`src/rtl/sha_pkg.sv`:
```
// ----------------------------------------------------------------------------
// sha_pkg
// Shared types, constants and round functions of the SHA-256 byte hasher.
// ----------------------------------------------------------------------------
package sha_pkg;

    localparam int BLK_BYTES = 64;
    localparam int ROUNDS    = 64;
    localparam logic [0:0] OP_ABSORB = 1'b0;
    localparam logic [0:0] OP_FINISH = 1'b1;

    typedef logic [31:0] word_t;

    typedef enum logic [2:0] {
        ST_IDLE,
        ST_PAD,
        ST_LOAD,
        ST_ROUND,
        ST_ADD,
        ST_OUT
    } state_t;

    // control from sequencer to compression core
    typedef struct packed {
        logic       start;
        logic       step;
        logic [5:0] rnd;
    } core_ctl_t;

    function automatic word_t round_k(input logic [5:0] i);
        word_t k;
        case (i)
            6'd0: k = 32'h428a2f98; 6'd1: k = 32'h71374491;
            6'd2: k = 32'hb5c0fbcf; 6'd3: k = 32'he9b5dba5;
            6'd4: k = 32'h3956c25b; 6'd5: k = 32'h59f111f1;
            6'd6: k = 32'h923f82a4; 6'd7: k = 32'hab1c5ed5;
            6'd8: k = 32'hd807aa98; 6'd9: k = 32'h12835b01;
            6'd10: k = 32'h243185be; 6'd11: k = 32'h550c7dc3;
            6'd12: k = 32'h72be5d74; 6'd13: k = 32'h80deb1fe;
            6'd14: k = 32'h9bdc06a7; 6'd15: k = 32'hc19bf174;
            6'd16: k = 32'he49b69c1; 6'd17: k = 32'hefbe4786;
            6'd18: k = 32'h0fc19dc6; 6'd19: k = 32'h240ca1cc;
            6'd20: k = 32'h2de92c6f; 6'd21: k = 32'h4a7484aa;
            6'd22: k = 32'h5cb0a9dc; 6'd23: k = 32'h76f988da;
            6'd24: k = 32'h983e5152; 6'd25: k = 32'ha831c66d;
            6'd26: k = 32'hb00327c8; 6'd27: k = 32'hbf597fc7;
            6'd28: k = 32'hc6e00bf3; 6'd29: k = 32'hd5a79147;
            6'd30: k = 32'h06ca6351; 6'd31: k = 32'h14292967;
            6'd32: k = 32'h27b70a85; 6'd33: k = 32'h2e1b2138;
            6'd34: k = 32'h4d2c6dfc; 6'd35: k = 32'h53380d13;
            6'd36: k = 32'h650a7354; 6'd37: k = 32'h766a0abb;
            6'd38: k = 32'h81c2c92e; 6'd39: k = 32'h92722c85;
            6'd40: k = 32'ha2bfe8a1; 6'd41: k = 32'ha81a664b;
            6'd42: k = 32'hc24b8b70; 6'd43: k = 32'hc76c51a3;
            6'd44: k = 32'hd192e819; 6'd45: k = 32'hd6990624;
            6'd46: k = 32'hf40e3585; 6'd47: k = 32'h106aa070;
            6'd48: k = 32'h19a4c116; 6'd49: k = 32'h1e376c08;
            6'd50: k = 32'h2748774c; 6'd51: k = 32'h34b0bcb5;
            6'd52: k = 32'h391c0cb3; 6'd53: k = 32'h4ed8aa4a;
            6'd54: k = 32'h5b9cca4f; 6'd55: k = 32'h682e6ff3;
            6'd56: k = 32'h748f82ee; 6'd57: k = 32'h78a5636f;
            6'd58: k = 32'h84c87814; 6'd59: k = 32'h8cc70208;
            6'd60: k = 32'h90befffa; 6'd61: k = 32'ha4506ceb;
            6'd62: k = 32'hbef9a3f7; default: k = 32'hc67178f2;
        endcase
        return k;
    endfunction

    function automatic word_t init_h(input logic [2:0] i);
        word_t h;
        case (i)
            3'd0: h = 32'h6a09e667; 3'd1: h = 32'hbb67ae85;
            3'd2: h = 32'h3c6ef372; 3'd3: h = 32'ha54ff53a;
            3'd4: h = 32'h510e527f; 3'd5: h = 32'h9b05688c;
            3'd6: h = 32'h1f83d9ab; default: h = 32'h5be0cd19;
        endcase
        return h;
    endfunction

    function automatic word_t rotr(input word_t x, input int n);
        return (x >> n) | (x << (32 - n));
    endfunction

endpackage

```
`src/rtl/sha_if.sv`:
```
// ----------------------------------------------------------------------------
// sha_in_if / sha_out_if
// Valid/ready channels carrying input words and digest words.
// ----------------------------------------------------------------------------
interface sha_in_if;
    logic       valid;
    logic       ready;
    logic       operation;
    logic [7:0] data_byte;
    modport source (output valid, operation, data_byte, input ready);
    modport sink (input valid, operation, data_byte, output ready);
endinterface

interface sha_out_if;
    logic        valid;
    logic        ready;
    logic [31:0] digest_word;
    logic [2:0]  word_index;
    logic        last_word;
    modport source (output valid, digest_word, word_index, last_word, input ready);
    modport sink (input valid, digest_word, word_index, last_word, output ready);
endinterface

```
`src/rtl/sha_ram.sv`:
```
// ----------------------------------------------------------------------------
// sha_ram
// Generic single-port-write, single-port-read RAM with registered read.
// ----------------------------------------------------------------------------
module sha_ram #(
    parameter int WIDTH = 8,
    parameter int DEPTH = 64
) (
    input  logic                     clk,
    input  logic                     we,
    input  logic [$clog2(DEPTH)-1:0] waddr,
    input  logic [WIDTH-1:0]         wdata,
    input  logic [$clog2(DEPTH)-1:0] raddr,
    output logic [WIDTH-1:0]         rdata
);
    logic [WIDTH-1:0] mem [DEPTH];

    // write port and registered read
    always_ff @(posedge clk)
    begin
        if (we)
        begin
            mem[waddr] <= wdata;
        end
        rdata <= mem[raddr];
    end
endmodule

```
`src/rtl/sha_core.sv`:
```
// ----------------------------------------------------------------------------
// sha_core
// One SHA-256 round per step, message schedule in a 16-word window.
// ----------------------------------------------------------------------------
module sha_core (
    input  logic               clk,
    input  sha_pkg::core_ctl_t ctl,
    input  sha_pkg::word_t     w_in,
    input  logic [255:0]       h_in,
    output logic [255:0]       v_out
);
    import sha_pkg::*;

    word_t v_reg [8];
    word_t w_reg [16];
    word_t wt, s0, s1, t1, t2, e, a, wn;

    // schedule word for this round
    always_comb
    begin
        s0 = rotr(w_reg[1], 7) ^ rotr(w_reg[1], 18) ^ (w_reg[1] >> 3);
        s1 = rotr(w_reg[14], 17) ^ rotr(w_reg[14], 19) ^ (w_reg[14] >> 10);
        wn = w_reg[0] + s0 + w_reg[9] + s1;
        wt = (ctl.rnd < 6'd16) ? w_in : wn;
        e  = v_reg[4];
        a  = v_reg[0];
        t1 = v_reg[7] + (rotr(e, 6) ^ rotr(e, 11) ^ rotr(e, 25))
           + ((e & v_reg[5]) ^ (~e & v_reg[6])) + round_k(ctl.rnd) + wt;
        t2 = (rotr(a, 2) ^ rotr(a, 13) ^ rotr(a, 22))
           + ((a & v_reg[1]) ^ (a & v_reg[2]) ^ (v_reg[1] & v_reg[2]));
    end

    // working variables and schedule window
    always_ff @(posedge clk)
    begin
        if (ctl.start)
        begin
            for (int i = 0; i < 8; i++)
            begin
                v_reg[i] <= h_in[255 - 32*i -: 32];
            end
        end
        else if (ctl.step)
        begin
            v_reg[7] <= v_reg[6];
            v_reg[6] <= v_reg[5];
            v_reg[5] <= e;
            v_reg[4] <= v_reg[3] + t1;
            v_reg[3] <= v_reg[2];
            v_reg[2] <= v_reg[1];
            v_reg[1] <= a;
            v_reg[0] <= t1 + t2;
            for (int i = 0; i < 15; i++)
            begin
                w_reg[i] <= w_reg[i+1];
            end
            w_reg[15] <= wt;
        end
    end

    always_comb
    begin
        for (int i = 0; i < 8; i++)
        begin
            v_out[255 - 32*i -: 32] = v_reg[i];
        end
    end
endmodule

```
`src/rtl/sha256_byte_stream_hasher_top.sv`:
```
// ----------------------------------------------------------------------------
// sha256_byte_stream_hasher_top
// SHA-256 over a byte stream with digest output as eight 32-bit words.
// ----------------------------------------------------------------------------
// Usage:
//   in channel: one word per message byte (operation absorb) or a finish
//   word (operation finish, data_byte ignored).
//   out channel: eight digest words per finish, index 0 first, last_word on 7.
//   An absorb word is taken while idle; when it fills the 64-byte buffer
//   the input is held off for the compression: a load state, 16 rounds
//   during which the byte-wide buffer RAM read port assembles each
//   schedule word byte by byte, 48 rounds at one per cycle and an add state
//   that adds into the chaining words.
//   A finish writes the padding one byte per cycle into the buffer RAM
//   and runs one compression, or two with a second padding block written
//   between them.
//   Reset loads the initial chaining words and clears length and fill count;
//   the buffer RAM is not cleared. While the receiver stalls, the digest word
//   holds and no new input word is taken. After the last word the block is
//   ready for the next message with initial values.
// ----------------------------------------------------------------------------
module sha256_byte_stream_hasher_top (
    input logic clk,
    input logic rst_n,
    sha_in_if.sink    in_ch,
    sha_out_if.source out_ch
);
    import sha_pkg::*;

    state_t       state_reg, state_next;
    word_t        h_reg [8];
    logic [63:0]  len_reg, len_next;
    logic [5:0]   fill_reg, fill_next;
    logic [6:0]   pad_reg, pad_next;     // padding write position
    logic         fin_reg, fin_next;     // finishing message
    logic [5:0]   rnd_reg, rnd_next;
    logic [1:0]   bsel_reg, bsel_next;   // byte within fetched word
    logic [2:0]   oidx_reg, oidx_next;
    word_t        wacc_reg, wacc_next;
    logic         add_en, h_reset;

    logic         ram_we;
    logic [5:0]   ram_waddr, ram_raddr;
    logic [7:0]   ram_wdata, ram_rdata;
    core_ctl_t    ctl;
    logic [255:0] h_flat, v_flat;
    logic [63:0]  bits;

    sha_ram #(.WIDTH(8), .DEPTH(BLK_BYTES)) u_buf (
        .clk(clk), .we(ram_we), .waddr(ram_waddr), .wdata(ram_wdata),
        .raddr(ram_raddr), .rdata(ram_rdata)
    );

    sha_core u_core (.clk(clk), .ctl(ctl), .w_in(wacc_next), .h_in(h_flat), .v_out(v_flat));

    always_comb
    begin
        for (int i = 0; i < 8; i++)
        begin
            h_flat[255 - 32*i -: 32] = h_reg[i];
        end
    end

    assign bits = {len_reg[60:0], 3'b000};

    // sequencer: absorb, padding, fetch/round loop, digest output
    always_comb
    begin
        state_next  = state_reg;
        len_next    = len_reg;
        fill_next   = fill_reg;
        pad_next    = pad_reg;
        fin_next    = fin_reg;
        rnd_next    = rnd_reg;
        bsel_next   = bsel_reg;
        oidx_next   = oidx_reg;
        wacc_next   = wacc_reg;
        ram_we      = 1'b0;
        ram_waddr   = fill_reg;
        ram_wdata   = in_ch.data_byte;
        ram_raddr   = {rnd_reg[3:0], bsel_reg};
        ctl         = '{start: 1'b0, step: 1'b0, rnd: rnd_reg};
        add_en      = 1'b0;
        h_reset     = 1'b0;
        in_ch.ready = 1'b0;
        unique case (state_reg)
            ST_IDLE:
            begin
                in_ch.ready = 1'b1;
                if (in_ch.valid)
                begin
                    if (in_ch.operation == OP_ABSORB)
                    begin
                        ram_we    = 1'b1;
                        len_next  = len_reg + 64'd1;
                        fill_next = fill_reg + 6'd1;
                        if (fill_reg == 6'd63)
                        begin
                            state_next = ST_LOAD;
                            fin_next   = 1'b0;
                        end
                    end
                    else
                    begin
                        ram_we     = 1'b1;
                        ram_wdata  = 8'h80;
                        pad_next   = {1'b0, fill_reg} + 7'd1;
                        fin_next   = 1'b1;
                        state_next = ST_PAD;
                    end
                end
                ctl.start = 1'b1;
                rnd_next  = '0;
                bsel_next = '0;
            end
            ST_PAD:
            begin
                // zero fill then length, or compress a full first pad block
                if (pad_reg == 7'd64)
                begin
                    pad_next   = {1'b0, pad_reg[5:0]};
                    state_next = ST_LOAD;
                    fill_next  = 6'd63; // marks a leading pad block
                end
                else
                begin
                    ram_we    = 1'b1;
                    ram_waddr = pad_reg[5:0];
                    if (fill_reg < 6'd56 || fill_reg == 6'd63)
                    begin
                        ram_wdata = (pad_reg >= 7'd56)
                                  ? bits[8*(7'd63 - pad_reg) +: 8] : 8'h00;
                    end
                    else
                    begin
                        ram_wdata = 8'h00;
                    end
                    pad_next = pad_reg + 7'd1;
                    if (pad_reg == 7'd63 && (fill_reg < 6'd56 || fill_reg == 6'd63))
                    begin
                        state_next = ST_LOAD;
                        fill_next  = '0;
                    end
                end
                ctl.start = 1'b1;
                rnd_next  = '0;
                bsel_next = '0;
            end
            ST_LOAD:
            begin
                // issue the read of the first byte of the first schedule word
                bsel_next  = bsel_reg + 2'd1;
                state_next = ST_ROUND;
            end
            ST_ROUND:
            begin
                if (rnd_reg < 6'd16)
                begin
                    // byte read pipeline: one byte arrives per cycle
                    wacc_next = {wacc_reg[23:0], ram_rdata};
                    if (bsel_reg == 2'd0)
                    begin
                        ctl.step  = 1'b1;
                        rnd_next  = rnd_reg + 6'd1;
                        // first byte of the following schedule word
                        ram_raddr = {rnd_reg[3:0] + 4'd1, 2'b00};
                    end
                    else
                    begin
                        wacc_next = {wacc_reg[23:0], ram_rdata};
                    end
                    bsel_next = bsel_reg + 2'd1;
                    if (bsel_reg == 2'd0 && rnd_reg == 6'd15)
                    begin
                        bsel_next = '0;
                    end
                end
                else
                begin
                    ctl.step = 1'b1;
                    rnd_next = rnd_reg + 6'd1;
                    if (rnd_reg == 6'd63)
                    begin
                        state_next = ST_ADD;
                    end
                end
            end
            ST_ADD:
            begin
                add_en = 1'b1;
                if (fin_reg && fill_reg == 6'd63)
                begin
                    // second pad block: zeros up to length
                    fill_next  = 6'd0;
                    pad_next   = 7'd0;
                    state_next = ST_PAD;
                end
                else if (fin_reg)
                begin
                    oidx_next  = '0;
                    state_next = ST_OUT;
                end
                else
                begin
                    fill_next  = '0;
                    state_next = ST_IDLE;
                end
            end
            ST_OUT:
            begin
                if (out_ch.ready)
                begin
                    oidx_next = oidx_reg + 3'd1;
                    if (oidx_reg == 3'd7)
                    begin
                        h_reset    = 1'b1;
                        len_next   = '0;
                        fill_next  = '0;
                        fin_next   = 1'b0;
                        state_next = ST_IDLE;
                    end
                end
            end
            default:
            begin
                state_next = ST_IDLE;
            end
        endcase
    end

    assign out_ch.valid       = (state_reg == ST_OUT);
    assign out_ch.digest_word = h_reg[oidx_reg];
    assign out_ch.word_index  = oidx_reg;
    assign out_ch.last_word   = (oidx_reg == 3'd7);

    // control registers
    always_ff @(posedge clk or negedge rst_n)
    begin
        if (!rst_n)
        begin
            state_reg  <= ST_IDLE;
            len_reg    <= '0;
            fill_reg   <= '0;
            pad_reg    <= '0;
            fin_reg    <= 1'b0;
            rnd_reg    <= '0;
            bsel_reg   <= '0;
            oidx_reg   <= '0;
        end
        else
        begin
            state_reg  <= state_next;
            len_reg    <= len_next;
            fill_reg   <= fill_next;
            pad_reg    <= pad_next;
            fin_reg    <= fin_next;
            rnd_reg    <= rnd_next;
            bsel_reg   <= bsel_next;
            oidx_reg   <= oidx_next;
        end
    end

    // chaining words
    always_ff @(posedge clk or negedge rst_n)
    begin
        if (!rst_n)
        begin
            for (int i = 0; i < 8; i++)
            begin
                h_reg[i] <= init_h(3'(i));
            end
        end
        else if (h_reset)
        begin
            for (int i = 0; i < 8; i++)
            begin
                h_reg[i] <= init_h(3'(i));
            end
        end
        else if (add_en)
        begin
            for (int i = 0; i < 8; i++)
            begin
                h_reg[i] <= h_reg[i] + v_flat[255 - 32*i -: 32];
            end
        end
    end

    always_ff @(posedge clk)
    begin
        wacc_reg <= wacc_next;
    end

    // input is taken only while idle
    assert property (@(posedge clk) disable iff (!rst_n)
        in_ch.ready |-> state_reg == ST_IDLE)
        else $error("input taken outside idle");

    // last word leaves the output state
    assert property (@(posedge clk) disable iff (!rst_n)
        (out_ch.valid && out_ch.ready && out_ch.last_word) |=> state_reg == ST_IDLE)
        else $error("digest did not end");

    // rounds advance only during compression
    assert property (@(posedge clk) disable iff (!rst_n)
        ctl.step |-> state_reg == ST_ROUND)
        else $error("round step outside compression");
endmodule
```
`src/flat_wrapper.sv`:
```
// flat-port wrapper written by rule: the top's interface ports become plain ports
module sha256_byte_stream_hasher_top_flat import sha_pkg::*;
  (clk, rst_n, in_ch_valid, in_ch_operation, in_ch_data_byte, in_ch_ready, out_ch_valid, out_ch_digest_word, out_ch_word_index, out_ch_last_word, out_ch_ready);
  sha_in_if in_ch_i ();
  sha_out_if out_ch_i ();
  input logic clk;
  input logic rst_n;
  input wire logic [$bits(in_ch_i.valid)-1:0] in_ch_valid;
  input wire logic [$bits(in_ch_i.operation)-1:0] in_ch_operation;
  input wire logic [$bits(in_ch_i.data_byte)-1:0] in_ch_data_byte;
  output wire logic [$bits(in_ch_i.ready)-1:0] in_ch_ready;
  output wire logic [$bits(out_ch_i.valid)-1:0] out_ch_valid;
  output wire logic [$bits(out_ch_i.digest_word)-1:0] out_ch_digest_word;
  output wire logic [$bits(out_ch_i.word_index)-1:0] out_ch_word_index;
  output wire logic [$bits(out_ch_i.last_word)-1:0] out_ch_last_word;
  input wire logic [$bits(out_ch_i.ready)-1:0] out_ch_ready;
  assign in_ch_i.valid = in_ch_valid;
  assign in_ch_i.operation = in_ch_operation;
  assign in_ch_i.data_byte = in_ch_data_byte;
  assign in_ch_ready = in_ch_i.ready;
  assign out_ch_valid = out_ch_i.valid;
  assign out_ch_digest_word = out_ch_i.digest_word;
  assign out_ch_word_index = out_ch_i.word_index;
  assign out_ch_last_word = out_ch_i.last_word;
  assign out_ch_i.ready = out_ch_ready;
  sha256_byte_stream_hasher_top u_core (.clk(clk), .rst_n(rst_n), .in_ch(in_ch_i), .out_ch(out_ch_i));
endmodule
```
`config.mk`:
```
export PLATFORM = sky130hd
export DESIGN_NAME = sha256_byte_stream_hasher_top_flat
export DESIGN_NICKNAME = d
export VERILOG_FILES = /design/src/rtl/sha_pkg.sv /design/src/rtl/sha_if.sv /design/src/rtl/sha_ram.sv /design/src/rtl/sha_core.sv /design/src/rtl/sha256_byte_stream_hasher_top.sv /design/src/flat_wrapper.sv
export SDC_FILE = /design/constraint.sdc
export NUM_CORES = 2
export LEC_CHECK = 0
export BUFFER_PORTS_ARGS = -buffer_cell sky130_fd_sc_hd__buf_4
export CORE_ASPECT_RATIO = 0.7
export CORE_MARGIN = 5
export CORE_UTILIZATION = 58
export DETAILED_ROUTE_END_ITERATION = 16
export GPL_TIMING_DRIVEN = 0
export PLACE_DENSITY = 0.77
export SYNTH_ARGS = -nofsm -noshare
export SYNTH_HDL_FRONTEND = slang
export SYNTH_SLANG_ARGS = --single-unit
```
`constraint.sdc`:
```
create_clock -name clk -period 16.19 [get_ports clk]
set_input_delay 0.8095 -clock clk [delete_from_list [all_inputs] [get_ports clk]]
set_output_delay 0.8095 -clock clk [all_outputs]
set_load 0.005 [all_outputs]
```
==> reports/results.txt <==
Entering global routing, the biggest net connects 125 pins. The flow ran to the end, but the final reports show violations. The overall routed net length is 326 mm, and the depth of the worst hold-timing path is 3. The final critical path time including I/O delays and setup came out at 12.98 ns. The number of global-route vias before repair was 64.5k. The number of antenna violations at the first check in global routing was 15. Setup repair after global routing left no endpoint under its margin. The final worst clock skew was 0.0619 ns; the cell count after synthesis was 7940.

The post-route netlist has 9.71% of its cells at a drive strength greater than 1. The setup TNS came out at 0 ns. After synthesis, the share of flip-flops with an asynchronous set or reset is 20.7%. The critical path required time was 16.77 ns; the final count of negative-setup-slack endpoints was 0. The run gives 4 as the H-tree depth. For the row count, the log shows 122. In the finished design, the share of the clock period the worst path needs comes to 80.2%. The tool flagged a number of max-cap violations equal to 10. Measured against its own limit, the worst slew margin works out to -10.2%. In this run the count of I/O pins placed on the die edge is 51. Clock tree synthesis inserted a total of 159 buffers.

Worst setup path category: reg2reg. The core region is 158000 sq um. TritonCTS built the clock tree. The reg-to-reg critical path startpoint was u_core.u_core.w_reg[0][40]. Die footprint: 166000 sq um.

The clock drives 1665 sinks. The floorplan die height was 342 um. For this run, the slowest stage of the critical path takes 0.58 ns. The tools report the final antenna-violating net count as 0. Leaving out fill and tap cells, the most frequent cell in the layout is sky130_fd_sc_hd__edfxtp_1. After clock tree synthesis, the clock-pin slew on the worst setup and hold paths is 0.07 ns. The longest clock path from root to sink contains 3 buffers. The unique cell type count in the Yosys netlist was 85. Sink of the worst hold path: u_core.fin_reg. Measured along the x axis, the die boundary spans 485 um. In the routed design, unresolved DRC markers number 0. The initial utilization of the core area, before any placement, comes to 58.1%. Summing every instance area after synthesis gives 91600 sq um.

For the number of vias after detailed routing, the log shows 69.1k. The checks that failed: capacitance limit, slew limit. In this run, the number of DRC markers left after iteration 0 of detailed routing was 11.4k.

The detailed-route wire length per cell was 31.2 um; the depth of the worst register-to-register path was 49. At the pin with the least slew margin, the transition time is 1.65 ns. For this run, the number of Yosys warnings is 0.

The ratio of routed vias to standard cells is 6.62, and the synthesis-to-layout area growth is 10.1%. The number of port buffers is 49. The worst setup path is captured at a register.

The path class of the tightest hold or removal check is in2reg. The synthesized area per cell came out at 11.5 sq um. Across all hold checks on the routed design, the worst slack comes to 0.367 ns.

The library cells used most frequently in the layout, excluding fill and tap cells, are sky130_fd_sc_hd__edfxtp_1, sky130_fd_sc_hd__nand2_1, sky130_fd_sc_hd__o21ai_0. Beginning of the critical path: u_core.u_core.w_reg[0][40]. The run gives 0 as the post-cts resize count. The number of hold-slack violations in the final timing report was 0; the timing-limited maximum frequency was 77.0 MHz. The clock latency at the later pin of the worst-skew pair is 0.85 ns. The worst register-to-register path ends at u_core.u_core.v_reg[0][31]. The final-report max-slew violation count is 93, and the overflow left after global routing is 0. The post-synth net total came out at 8564. In this run the clock root is driven by a sky130_fd_sc_hd__clkbuf_16. The arrival time at the worst endpoint was 13.56 ns; the detailed placement HPWL was 247 mm.

The pre-antenna-repair detailed-routing pass consisted of 7 iterations. The slowest stage of the critical path is the sky130_fd_sc_hd__fa_1 cell. Global routing used 38.6% of the available tracks across all layers. The wire length of the first global-routing pass came out at 461 mm. STA classifies the critical path startpoint as a register.

The beginning of the worst hold path is in_ch_valid. The setup check on the worst reg-to-reg path leaves a slack of 3.21 ns. The total of flip-flops plus latches after synthesis came out at 1665. At the end of routability-driven placement, the weighted congestion stood at 1.03. The most common flop cell mapped by yosys is sky130_fd_sc_hd__edfxtp_1. The final layout contains 8811 nets.

Count of flip-flops with a built-in enable after synthesis: 1280. Number of buffers inserted to repair setup after CTS: 0. The maximum fanout along the worst path is 6, and the register area share after synthesis is 52.5%.
-- worst max path at each step --
stage	endpoint	slack, ns	cells after the start
5_1_grt	u_core.u_core.v_reg[0][31]	2.76	49
3_3_place_gp	u_core.u_core.w_reg[0][61]	2.93	11
6_report	u_core.u_core.v_reg[0][31]	3.21	49
4_1_cts	u_core.u_core.v_reg[0][31]	3.52	49
2_1_floorplan	u_core.u_core.v_reg[0][31]	5.62	49
3_5_place_dp	u_core.u_core.v_reg[0][31]	3.63	39
-- cell usage after synthesis, drive strengths merged, types with 152 or more instances --
master	n	area [sq um]
xnor2	336	2940
nand2	983	3690
nand3	152	761
dfrtp	209	5230
clkbuf	315	1180
o21ai	597	2990
xor2	299	2620
edfxtp	1280	38400
a21oi	465	2330
ha	414	5180
mux4	188	4230
nor2	439	1660
a21o	217	1640
inv	533	2000
fa	197	3940
-- metal layers --
metal	global-route usage [%]	wire, um	up-vias
met5	0	82	-
met4	9.53	9150	12
met3	19.6	59400	650
met2	49.2	124000	5112
met1	58.0	133000	34200
li1	-	-	29100
-- area by class of cell --
type                       instances  area (sq um)
clock buffer                     218          4330
timing repair buffer              86          1110
fill                           12100         56700
buffer                           378          1490
clock inverter                    80           978
multi-input combinational       5363         40200
antenna                            8          20.0
sequential                      1665         48000
tap                             2108          2640
inverter                         534          2010
-- worst max-delay path, delay by kind of cell (launching register included) --
kind	cells	cell delay (ns)
compound gates	22	5.03
fa+ha+maj	9	4.04
simple gates	6	1.44
xor+xnor	6	1.26
flops	1	0.57
buf+inv	6	0.37
-- timing repair --
item	4_1_cts	5_1_grt
endpoints found under the setup margin	0	0
hold buffers	1	0
endpoints found under the hold margin	27	0
-- kinds of logic (layout without fill, tap and decap cells) --
family / after synthesis / after routing / share of synthesized area [%]
AOI/OAI and AO/OA: 1825 / 1825 / 12.2
xor gates and xnor gates: 635 / 635 / 6.07
adders and majority gates: 616 / 616 / 10.0
buffers and inverters: 912 / 1296 / 3.77
DFF: 1665 / 1665 / 52.5
muxes: 308 / 308 / 6.05
other: 0 / 8 / 0
and+or+nand+nor: 1979 / 1979 / 9.39
-- stage by stage --
stage	std cells	area, sq um	util [%]	setup slack (ns)
global route	10400	101000	64.0	2.76
finish	10400	101000	64.0	3.21
CTS	10400	101000	63.9	3.52
floorplan	7940	91600	-	5.62
detailed placement	10100	95400	60.6	3.63
global placement	10100	94600	60.0	2.93
Power is left out: the tool's default activity adds up to more than one toggle a clock period on the data nets, which glitch-free logic cannot reach.
